$ cat src/hdl/hmsc_pkg.sv
// Package for the hours-minutes-seconds clock: word types, op and status
// codes, counter limits and the binary-to-BCD helper.
// No dependencies.
package hmsc_pkg;

	localparam int unsigned OP_W     = 3;
	localparam int unsigned VALUE_W  = 7;
	localparam int unsigned SEC_W    = 6;
	localparam int unsigned MIN_W    = 6;
	localparam int unsigned HOUR_W   = 4;
	localparam int unsigned HOUR_BCD_W = 5;
	localparam int unsigned MS_BCD_W = 7;
	localparam int unsigned STATUS_W = 2;

	localparam logic [VALUE_W-1:0] MAX_SIXTY = 7'd59;
	localparam logic [VALUE_W-1:0] MAX_HOUR  = 7'd12;

	typedef enum logic [OP_W-1:0] {
		OP_TICK     = 3'd0,
		OP_SET_SEC  = 3'd1,
		OP_SET_MIN  = 3'd2,
		OP_SET_HOUR = 3'd3,
		OP_READ     = 3'd4
	} op_t;

	typedef enum logic [STATUS_W-1:0] {
		ST_OK     = 2'd0,
		ST_BAD_60 = 2'd1,
		ST_BAD_12 = 2'd2
	} status_t;

	typedef struct packed {
		logic [OP_W-1:0]    op;
		logic [VALUE_W-1:0] value;
	} req_word_t;

	typedef struct packed {
		logic [HOUR_BCD_W-1:0] hour_bcd;
		logic [MS_BCD_W-1:0]   minute_bcd;
		logic [MS_BCD_W-1:0]   second_bcd;
		logic [STATUS_W-1:0]   status;
	} rsp_word_t;

	typedef struct packed {
		logic [HOUR_W-1:0] hours;
		logic [MIN_W-1:0]  minutes;
		logic [SEC_W-1:0]  seconds;
	} time_t;

	// Convert 0..63 to packed BCD; tens found by a short compare chain.
	function automatic logic [7:0] to_bcd(input logic [5:0] v);
		logic [3:0] tens;
		logic [5:0] rem;
		begin
			if (v >= 6'd60) begin
				tens = 4'd6;
			end else if (v >= 6'd50) begin
				tens = 4'd5;
			end else if (v >= 6'd40) begin
				tens = 4'd4;
			end else if (v >= 6'd30) begin
				tens = 4'd3;
			end else if (v >= 6'd20) begin
				tens = 4'd2;
			end else if (v >= 6'd10) begin
				tens = 4'd1;
			end else begin
				tens = 4'd0;
			end
			rem = v - 6'({2'b00, tens} * 6'd10);
			return {tens, rem[3:0]};
		end
	endfunction

endpackage

$ cat src/hdl/hmsc_if.sv
// Valid/ready channel interfaces for the request and response words.
// Depends on hmsc_pkg.
interface hmsc_req_if import hmsc_pkg::*; ();
	logic      valid;
	logic      ready;
	req_word_t data;

	modport source(output valid, output data, input ready);
	modport sink(input valid, input data, output ready);
endinterface

interface hmsc_rsp_if import hmsc_pkg::*; ();
	logic      valid;
	logic      ready;
	rsp_word_t data;

	modport source(output valid, output data, input ready);
	modport sink(input valid, input data, output ready);
endinterface

$ cat src/hdl/hmsc_time_unit.sv
// Time counters with tick cascade and range-checked set operations.
// Depends on hmsc_pkg.
module hmsc_time_unit import hmsc_pkg::*; (
	input  logic               clk,
	input  logic               arst_n,
	input  logic               en,
	input  logic [OP_W-1:0]    op,
	input  logic [VALUE_W-1:0] value,
	output time_t              time_nxt,
	output status_t            status_nxt
);

	time_t time_q;
	logic  sec_wrap;
	logic  min_wrap;

	assign sec_wrap = (time_q.seconds == SEC_W'(MAX_SIXTY));
	assign min_wrap = (time_q.minutes == MIN_W'(MAX_SIXTY));

	always_comb begin
		time_nxt   = time_q;
		status_nxt = ST_OK;
		case (op)
			OP_TICK: begin
				// advance seconds, carry into minutes and hours
				if (!sec_wrap) begin
					time_nxt.seconds = time_q.seconds + SEC_W'(1);
				end else begin
					time_nxt.seconds = '0;
					if (!min_wrap) begin
						time_nxt.minutes = time_q.minutes + MIN_W'(1);
					end else begin
						time_nxt.minutes = '0;
						if (time_q.hours == HOUR_W'(MAX_HOUR)) begin
							time_nxt.hours = '0;
						end else begin
							time_nxt.hours = time_q.hours + HOUR_W'(1);
						end
					end
				end
			end
			OP_SET_SEC: begin
				if (value <= MAX_SIXTY) begin
					time_nxt.seconds = value[SEC_W-1:0];
				end else begin
					status_nxt = ST_BAD_60;
				end
			end
			OP_SET_MIN: begin
				if (value <= MAX_SIXTY) begin
					time_nxt.minutes = value[MIN_W-1:0];
				end else begin
					status_nxt = ST_BAD_60;
				end
			end
			OP_SET_HOUR: begin
				if (value <= MAX_HOUR) begin
					time_nxt.hours = value[HOUR_W-1:0];
				end else begin
					status_nxt = ST_BAD_12;
				end
			end
			default: begin
				// read and unused codes: hold
			end
		endcase
	end

	always_ff @(posedge clk or negedge arst_n) begin
		if (!arst_n) begin
			time_q <= '0;
		end else if (en) begin
			time_q <= time_nxt;
		end
	end

endmodule

$ cat src/hdl/hmsc_bcd_fmt.sv
// Formats binary time and status into the packed-BCD response word.
// Depends on hmsc_pkg.
module hmsc_bcd_fmt import hmsc_pkg::*; (
	input  time_t     time_bin,
	input  status_t   status,
	output rsp_word_t word
);

	logic [7:0] hour_full;
	logic [7:0] min_full;
	logic [7:0] sec_full;

	assign hour_full = to_bcd({2'b00, time_bin.hours});
	assign min_full  = to_bcd(time_bin.minutes);
	assign sec_full  = to_bcd(time_bin.seconds);

	assign word.hour_bcd   = hour_full[HOUR_BCD_W-1:0];
	assign word.minute_bcd = min_full[MS_BCD_W-1:0];
	assign word.second_bcd = sec_full[MS_BCD_W-1:0];
	assign word.status     = status;

endmodule

$ cat src/hdl/hms_clock_with_set_and_bcd_read_core.sv
// Top level of the hours-minutes-seconds clock with set and BCD readout.
// Depends on hmsc_pkg, hmsc_if, hmsc_time_unit and hmsc_bcd_fmt.
//
//   channel | dir | word fields                                  | handshake
//   --------+-----+----------------------------------------------+-----------
//   req     | in  | op[2:0], value[6:0]                          | valid/ready
//   rsp     | out | hour_bcd[4:0], minute_bcd[6:0],              | valid/ready
//           |     | second_bcd[6:0], status[1:0]                 |
//
// One word in and one word out per cycle while rsp is not stalled; a word
// passes the input register, then the result register, before rsp valid
// rises for it.
// The time counters update in the same cycle the result register loads, so
// words apply strictly in order.
// Reset clears the counters to 00:00:00 and empties both registers.
// A stalled rsp holds its word; req stays ready while the input register is
// empty or its word can move into the result register.
module hms_clock_with_set_and_bcd_read_core import hmsc_pkg::*; (
	input  logic       clk,
	input  logic       arst_n,
	hmsc_req_if.sink   req,
	hmsc_rsp_if.source rsp
);

	// input register stage
	logic      valid_s1;
	req_word_t word_s1;

	// result register stage
	logic      valid_s2;
	rsp_word_t word_s2;

	logic      adv;
	time_t     time_nxt;
	status_t   status_nxt;
	rsp_word_t fmt_word;

	// advance the input stage whenever the result slot is free or draining
	assign adv       = valid_s1 && (!valid_s2 || rsp.ready);
	assign req.ready = !valid_s1 || adv;

	always_ff @(posedge clk or negedge arst_n) begin
		if (!arst_n) begin
			valid_s1 <= 1'b0;
		end else if (req.ready) begin
			valid_s1 <= req.valid;
		end
	end

	// payload needs no reset
	always_ff @(posedge clk) begin
		if (req.valid && req.ready) begin
			word_s1 <= req.data;
		end
	end

	// counters step only when the word commits to the result register
	hmsc_time_unit u_time (
		.clk        (clk),
		.arst_n     (arst_n),
		.en         (adv),
		.op         (word_s1.op),
		.value      (word_s1.value),
		.time_nxt   (time_nxt),
		.status_nxt (status_nxt)
	);

	hmsc_bcd_fmt u_fmt (
		.time_bin (time_nxt),
		.status   (status_nxt),
		.word     (fmt_word)
	);

	always_ff @(posedge clk or negedge arst_n) begin
		if (!arst_n) begin
			valid_s2 <= 1'b0;
		end else if (!valid_s2 || rsp.ready) begin
			valid_s2 <= valid_s1;
		end
	end

	always_ff @(posedge clk) begin
		if (adv) begin
			word_s2 <= fmt_word;
		end
	end

	assign rsp.valid = valid_s2;
	assign rsp.data  = word_s2;

endmodule

$ cat src/flat_wrapper.sv
// flat-port wrapper written by rule: the top's interface ports become plain ports
module hms_clock_with_set_and_bcd_read_core_flat import hmsc_pkg::*;
  (clk, arst_n, req_valid, req_data, req_ready, rsp_valid, rsp_data, rsp_ready);
  hmsc_req_if req_i ();
  hmsc_rsp_if rsp_i ();
  input  logic clk;
  input  logic arst_n;
  input wire logic [$bits(req_i.valid)-1:0] req_valid;
  input wire logic [$bits(req_i.data)-1:0] req_data;
  output wire logic [$bits(req_i.ready)-1:0] req_ready;
  output wire logic [$bits(rsp_i.valid)-1:0] rsp_valid;
  output wire logic [$bits(rsp_i.data)-1:0] rsp_data;
  input wire logic [$bits(rsp_i.ready)-1:0] rsp_ready;
  assign req_i.valid = req_valid;
  assign req_i.data = req_data;
  assign req_ready = req_i.ready;
  assign rsp_valid = rsp_i.valid;
  assign rsp_data = rsp_i.data;
  assign rsp_i.ready = rsp_ready;
  hms_clock_with_set_and_bcd_read_core u_core (.clk(clk), .arst_n(arst_n), .req(req_i), .rsp(rsp_i));
endmodule
$ cat config.mk
export PLATFORM = sky130hd
export DESIGN_NAME = hms_clock_with_set_and_bcd_read_core_flat
export DESIGN_NICKNAME = d
export VERILOG_FILES = /design/src/hdl/hmsc_pkg.sv /design/src/hdl/hmsc_if.sv /design/src/hdl/hmsc_time_unit.sv /design/src/hdl/hmsc_bcd_fmt.sv /design/src/hdl/hms_clock_with_set_and_bcd_read_core.sv /design/src/flat_wrapper.sv
export SDC_FILE = /design/constraint.sdc
export NUM_CORES = 1
export LEC_CHECK = 0
export BUFFER_PORTS_ARGS = -buffer_cell sky130_fd_sc_hd__buf_4
export CAP_MARGIN = 20
export CORE_MARGIN = 5
export CORE_UTILIZATION = 59
export CTS_CLUSTER_DIAMETER = 80
export DETAILED_ROUTE_END_ITERATION = 6
export HOLD_SLACK_MARGIN = 0.02
export PLACE_DENSITY = 0.81
export SLEW_MARGIN = 20
export SYNTH_ARGS = -nofsm -noshare
export SYNTH_HDL_FRONTEND = slang
export SYNTH_SLANG_ARGS = --single-unit
$ cat constraint.sdc
create_clock -name clk -period 3.9 [get_ports clk]
set_input_delay 1.17 -clock clk [delete_from_list [all_inputs] [get_ports clk]]
set_output_delay 1.17 -clock clk [all_outputs]
set_load 0.02 [all_outputs]
; Word level (Yosys, flattened, before mapping)
; Cells that the tools add are included.
; Widths: inputs -> output; s select.
[totals]
ff_bits = 49
input_bits = 14
out_inout_bits = 23
wordCells = 78
[op_classes]
add_sub_neg = 6
n_mul = 3
n_lt_le_gt_ge = 16
n_eq_ne = 6
muxes = 28
reduce_logical = 8
[ops]
columns = cell, n
row1 = $ge 6x6->1 const B, 6
row2 = $ge 6x5->1 const B, 4
row3 = $mux 6, 4
row4 = $pmux 6 s2, 2
row5 = $mux 3, 7
row6 = $add 6x1->6 const B, 2
row7 = $eq 6x6->1 const B, 2
row8 = $ge 6x4->1 const B, 2
row9 = $mux 4, 3
row10 = $sub 4x4->4, 3
row11 = $mux 10, 1
row12 = $mux 2, 5
row13 = $mul 3x3->3 const B, 3
row14 = $pmux 4 s2, 1
row15 = $le 7x4->1 const B, 1
row16 = $le 7x6->1 const B, 1
row17 = $eq 3x2->1 const B, 2
row18 = $ge 4x6->1 const B, 1
row19 = $add 4x1->4 const B, 1
row20 = $eq 4x4->1 const B, 1
row21 = $ge 4x4->1 const B, 1
row22 = $mux 1, 4
row23 = $pmux 2 s2, 1
row24 = $eq 3x1->1 const B, 1
row25 = 5 further kinds, 8

; Logic depth before layout (Yosys ltp)
[depth]
depth_word = 14
mapped_depth = 16
mapped_depth_nobuf = 15

; Cells and area by module
; A second synthesis with hierarchy kept.
[hier_totals]
cells_unflattened = 334
area_unflattened_um2 = 3190.6
[by_module_without_submodules]
columns = mod, n_inst, cells_each, area_per_inst_um2, seq_area_each_um2
row1 = hmsc_time_unit, 1, 225, 1667.8, 400.4
row2 = hms_clock_with_set_and_bcd_read_core, 1, 39, 1034.7, 980.9
row3 = hmsc_bcd_fmt, 1, 70, 488.0, 0.0

; Least setup slack after synthesis
; OpenSTA, ideal clock, no wires.
[synth_timing]
path_kind = flip-flop to flip-flop
from = reg u_core.u_time.time_q[1] (netlist bit)
to = reg u_core.word_s2 (netlist bit u_core.rsp.data[12]), data pin
setup_ns = 0.265
t_arrival_ns = 2.795
t_required_ns = 3.635
setup_slack_ns = 0.839
stages_incl_launch_ff = 16
n_path_buf = 0
synth_period_minus_slack_ns = 3.061
path_cell_list = dfrtp_1 -> ha_1 -> and4b_2 -> nand4_2 -> nand2_1 -> o211ai_2 -> and2_1 -> a22oi_1 -> o211a_1 -> ha_1 -> inv_1 -> fa_1 -> inv_1 -> nor4_1 -> a31oi_1 -> o211ai_2
[synth_rtl]
columns = item, line
row1 = from (decl), hmsc_time_unit.sv:13  ; time_t time_q;
row2 = from (signal assigned), hmsc_time_unit.sv:73  ; time_q <= time_nxt;
row3 = to (signal assigned), hms_clock_with_set_and_bcd_read_core.sv:84  ; word_s2 <= fmt_word;
row4 = to (decl), hms_clock_with_set_and_bcd_read_core.sv:31  ; rsp_word_t word_s2;

==> summary.md <==
| Metric | Value |
|---|---|
| Hold slack | 497.7 ps |
| Final hold vios | 0 |
| Synthesized instance count | 311 |
| Final TNS setup | 0 ps |
| Mux cell area share after synthesis | 0.03051 |
| Combinational Power Share | 0.420 |
| Syn nets | 335 |
| HP Class | register to register |
| Post-synthesis simple-gate area fraction | 0.1886 |
| All-Layer GR Usage | 0.2049 |
| Compound-gate portion of the synthesized area | 0.2342 |
| XOR/XNOR Fraction of Synth Area | 0.01387 |
| Worst r2r path cells | 14 |
| Fraction of layout cells with a size suffix above 1 | 0.2355 |
| Clock power share | 0.169 |
| Residual DRC count | 0 |
| Initial antenna violation count | 0 |
| Internal | 1.313 mW |
| Final nets | 367 |
| Die height | 83.16 um |
| Max-Cap Viols | 0 |
| CTS tree | built |
| Post-CTS Setup Inserts | 0 |
| Core box area | 5140 um^2 |
| DP HPWL | 4.853 mm |
| Pleak | 1.421 nW |
| Vias in the first global route | 2417 |
| Largest family of logic cells by synthesized area | compound AO/OA/AOI/OAI gates |
| Clock root cell | clkbuf_8 |
| # IOs | 37 |
| Register area share after synthesis | 0.4374 |
| RSZ-0062 raised after global routing | no |
| Die Span X | 83.16 um |
| FFs w/ async S/R, synth | 0.3673 |
| Htree depth | 2 |
| Crit share post-route | 0.9278 |
| CP Launch Type | register |
| Crit. End Element | register |
| # setup viols final | 0 |
| Worst-Margin Slew | 667.9 ps |
| CTS-repair resized insts | 0 |
| Synth Cell Area | 3158 um^2 |
| Final core utilization | 0.6962 |
| First-pass DRT Iterations | 6 |
| Synthesized area per cell | 10.15 um^2 |
| Run status | finished, final reports clean |
| YS warnings | 0 |
| IR drop worst, VDD | 415.4 uV |
| Hold Crit Depth | 1 |
| Number of flops mapped to enable cells by yosys | 31 |
| Relative slew slack | 0.5547 |
| Clk Latency, worst-skew pair | 300 ps |
| Final min period | 3619 ps |
| Sw Share | 0.3912 |
| Clk sinks | 49 |
| Starting density of the core | 0.6144 |
| Critical path fanouts, max | 13 |
| Starting DRT DRC Count | 258 |
| Max Fclk | 0.2764 GHz |
| Via count | 2607 |
| Post-Synth Adder-Cell Area | 0.04437 |
| DR WL/cell | 16.61 um |
| Antenna Violating Nets Remaining | 0 |
| Post-CTS Hold Buffers | 0 |
| Largest net degree at the start of global routing | 24 |
| Routed wire length | 6.878 mm |
| Psw | 843.2 uW |
| Final Max Tran Viols | 0 |
| WP data arrival | 3670 ps |
| Placer's final routability congestion estimate | 0.8807 |
| Clock Path Buffers | 2 |
| First-pass GRT wire length | 11.60 mm |
| Vias per cell | 6.297 |
| Fraction of power consumed by sequential logic | 0.411 |
| Clock slew at reported path FFs | 90 ps |
| Setup Skew | 4.125 ps |
| Synth Register Bits | 49 |
| R2R Setup Slk | 280 ps |
| Crit path required time | 3950 ps |
| Critical path type | register to register |
| Gr ovfl total | 0 |
| Yosys cell types | 78 |
| Row Count | 26 |
| Area grow syn2layout | 13.31% |
| Main synth FF type | edfxtp_1 |
| # diodes | 0 |
| Die area | 6916 um^2 |
| PortBufs | 36 |
| Number of CTS-inserted buffers | 5 |
| Cell area power density | 602.4 nW/um^2 |
## critical path, cell delays in order (launching register included)
cell,delay [ps]
edfxtp_1,540
a41oi_2,650
nand3_1,180
a21boi_0,160
o21ai_1,320
nor2_1,80
a22oi_1,210
o211a_1,180
ha_1,140
inv_1,50
fa_1,400
inv_1,100
nor4_1,60
a31oi_1,200
o211ai_2,110
## cell families after synthesis
family,Yosys count
mux,9
simple gates,106
xor+xnor,5
buf+inv,34
compound gates,98
flops,49
fa+ha+maj,10
## registers in the layout, summed over array words and instances (netlist names)
signal	flops
u_core.word_s1	10
u_core.u_time.time_q	16
u_core.rsp.data	21
u_core.valid_s1	1
u_core.rsp.valid	1
## stage by stage
stage               instances  setup slack, ps  instance area [um^2]  power (mW)
finish                    414            281.5                  3578       2.156
global route              414            13.93                  3578       2.318
CTS                       414            311.9                  3578       2.160
detailed placement        406            352.8                  3463       1.796
global placement          406            481.9                  3463       1.763
floorplan                 311            839.4                  3158       1.537
## routing by layer
| layer | track usage | up-vias | wire (um) |
|---|---|---|---|
| li1 | - | 1238 | - |
| met5 | 0 | - | 0 |
| met3 | 0.03762 | 20 | 502 |
| met2 | 0.3214 | 122 | 3231 |
| met4 | 0.08618 | 0 | 173 |
| met1 | 0.2789 | 1227 | 2971 |
## power groups by stage
stage          registers [mW]  logic [mW]  clock network (mW)
5_1_grt                 0.904        1.01               0.401
3_3_place_gp            0.888       0.876                   0
3_5_place_dp            0.891       0.905                   0
4_1_cts                 0.880       0.910               0.370
6_report                0.887       0.905               0.364
2_1_floorplan           0.910       0.627                   0
## synth_stat cells (5+ instances only)
library cell | number | share of area
a21oi_1 | 12 | 0.019
a31oi_1 | 5 | 0.0099
buf_2 | 9 | 0.014
dfrtp_1 | 18 | 0.14
edfxtp_1 | 31 | 0.29
ha_1 | 8 | 0.032
inv_1 | 16 | 0.019
mux2_2 | 5 | 0.018
nand2_1 | 30 | 0.036
nand2b_1 | 6 | 0.012
nand3_1 | 9 | 0.014
nor2_1 | 15 | 0.018
nor3_1 | 8 | 0.013
o211ai_1 | 5 | 0.012
o211ai_2 | 5 | 0.020
o21ai_0 | 25 | 0.040
## final timing paths
| path | from | to |
|---|---|---|
| min reg2reg | u_core.valid_s1$_DFFE_PN0N_ | u_core.rsp.valid$_DFFE_PN0P_ |
| min | u_core.valid_s1$_DFFE_PN0N_ | u_core.rsp.valid$_DFFE_PN0P_ |
| min in group asynchronous | arst_n | u_core.u_time.time_q[15]$_DFFE_PN0P_ |
| max | u_core.word_s1[2]$_DFFE_PP_ | u_core.rsp.data[12]$_DFFE_PP_ |
| max in group asynchronous | arst_n | u_core.u_time.time_q[3]$_DFFE_PN0P_ |
| max reg2reg | u_core.word_s1[2]$_DFFE_PP_ | u_core.rsp.data[12]$_DFFE_PP_ |
## cells in the final DEF, fill, tap and decap left out, types with 6 or more instances in the layout
| cell type | netlist | final |
|---|---|---|
| nand3_1 | 9 | 9 |
| nand2_1 | 30 | 30 |
| nor3_1 | 8 | 8 |
| edfxtp_1 | 31 | 31 |
| o21ai_0 | 25 | 25 |
| inv_1 | 16 | 16 |
| ha_1 | 8 | 8 |
| a21oi_1 | 12 | 12 |
| dfrtp_1 | 18 | 18 |
| nand2b_1 | 6 | 6 |
| buf_4 | 4 | 42 |
| nor2_1 | 15 | 15 |
## final cells by class
class	instances	area, um^2
clock buffers	5	68.82
clock inverters	3	46.29
fillers	415	1562
inverters	17	63.81
multi-input cells	228	1615
flip-flops and latches	49	1381
well taps	70	87.58
repair buffers	42	315.3
Power figures use the tool's default switching activity.
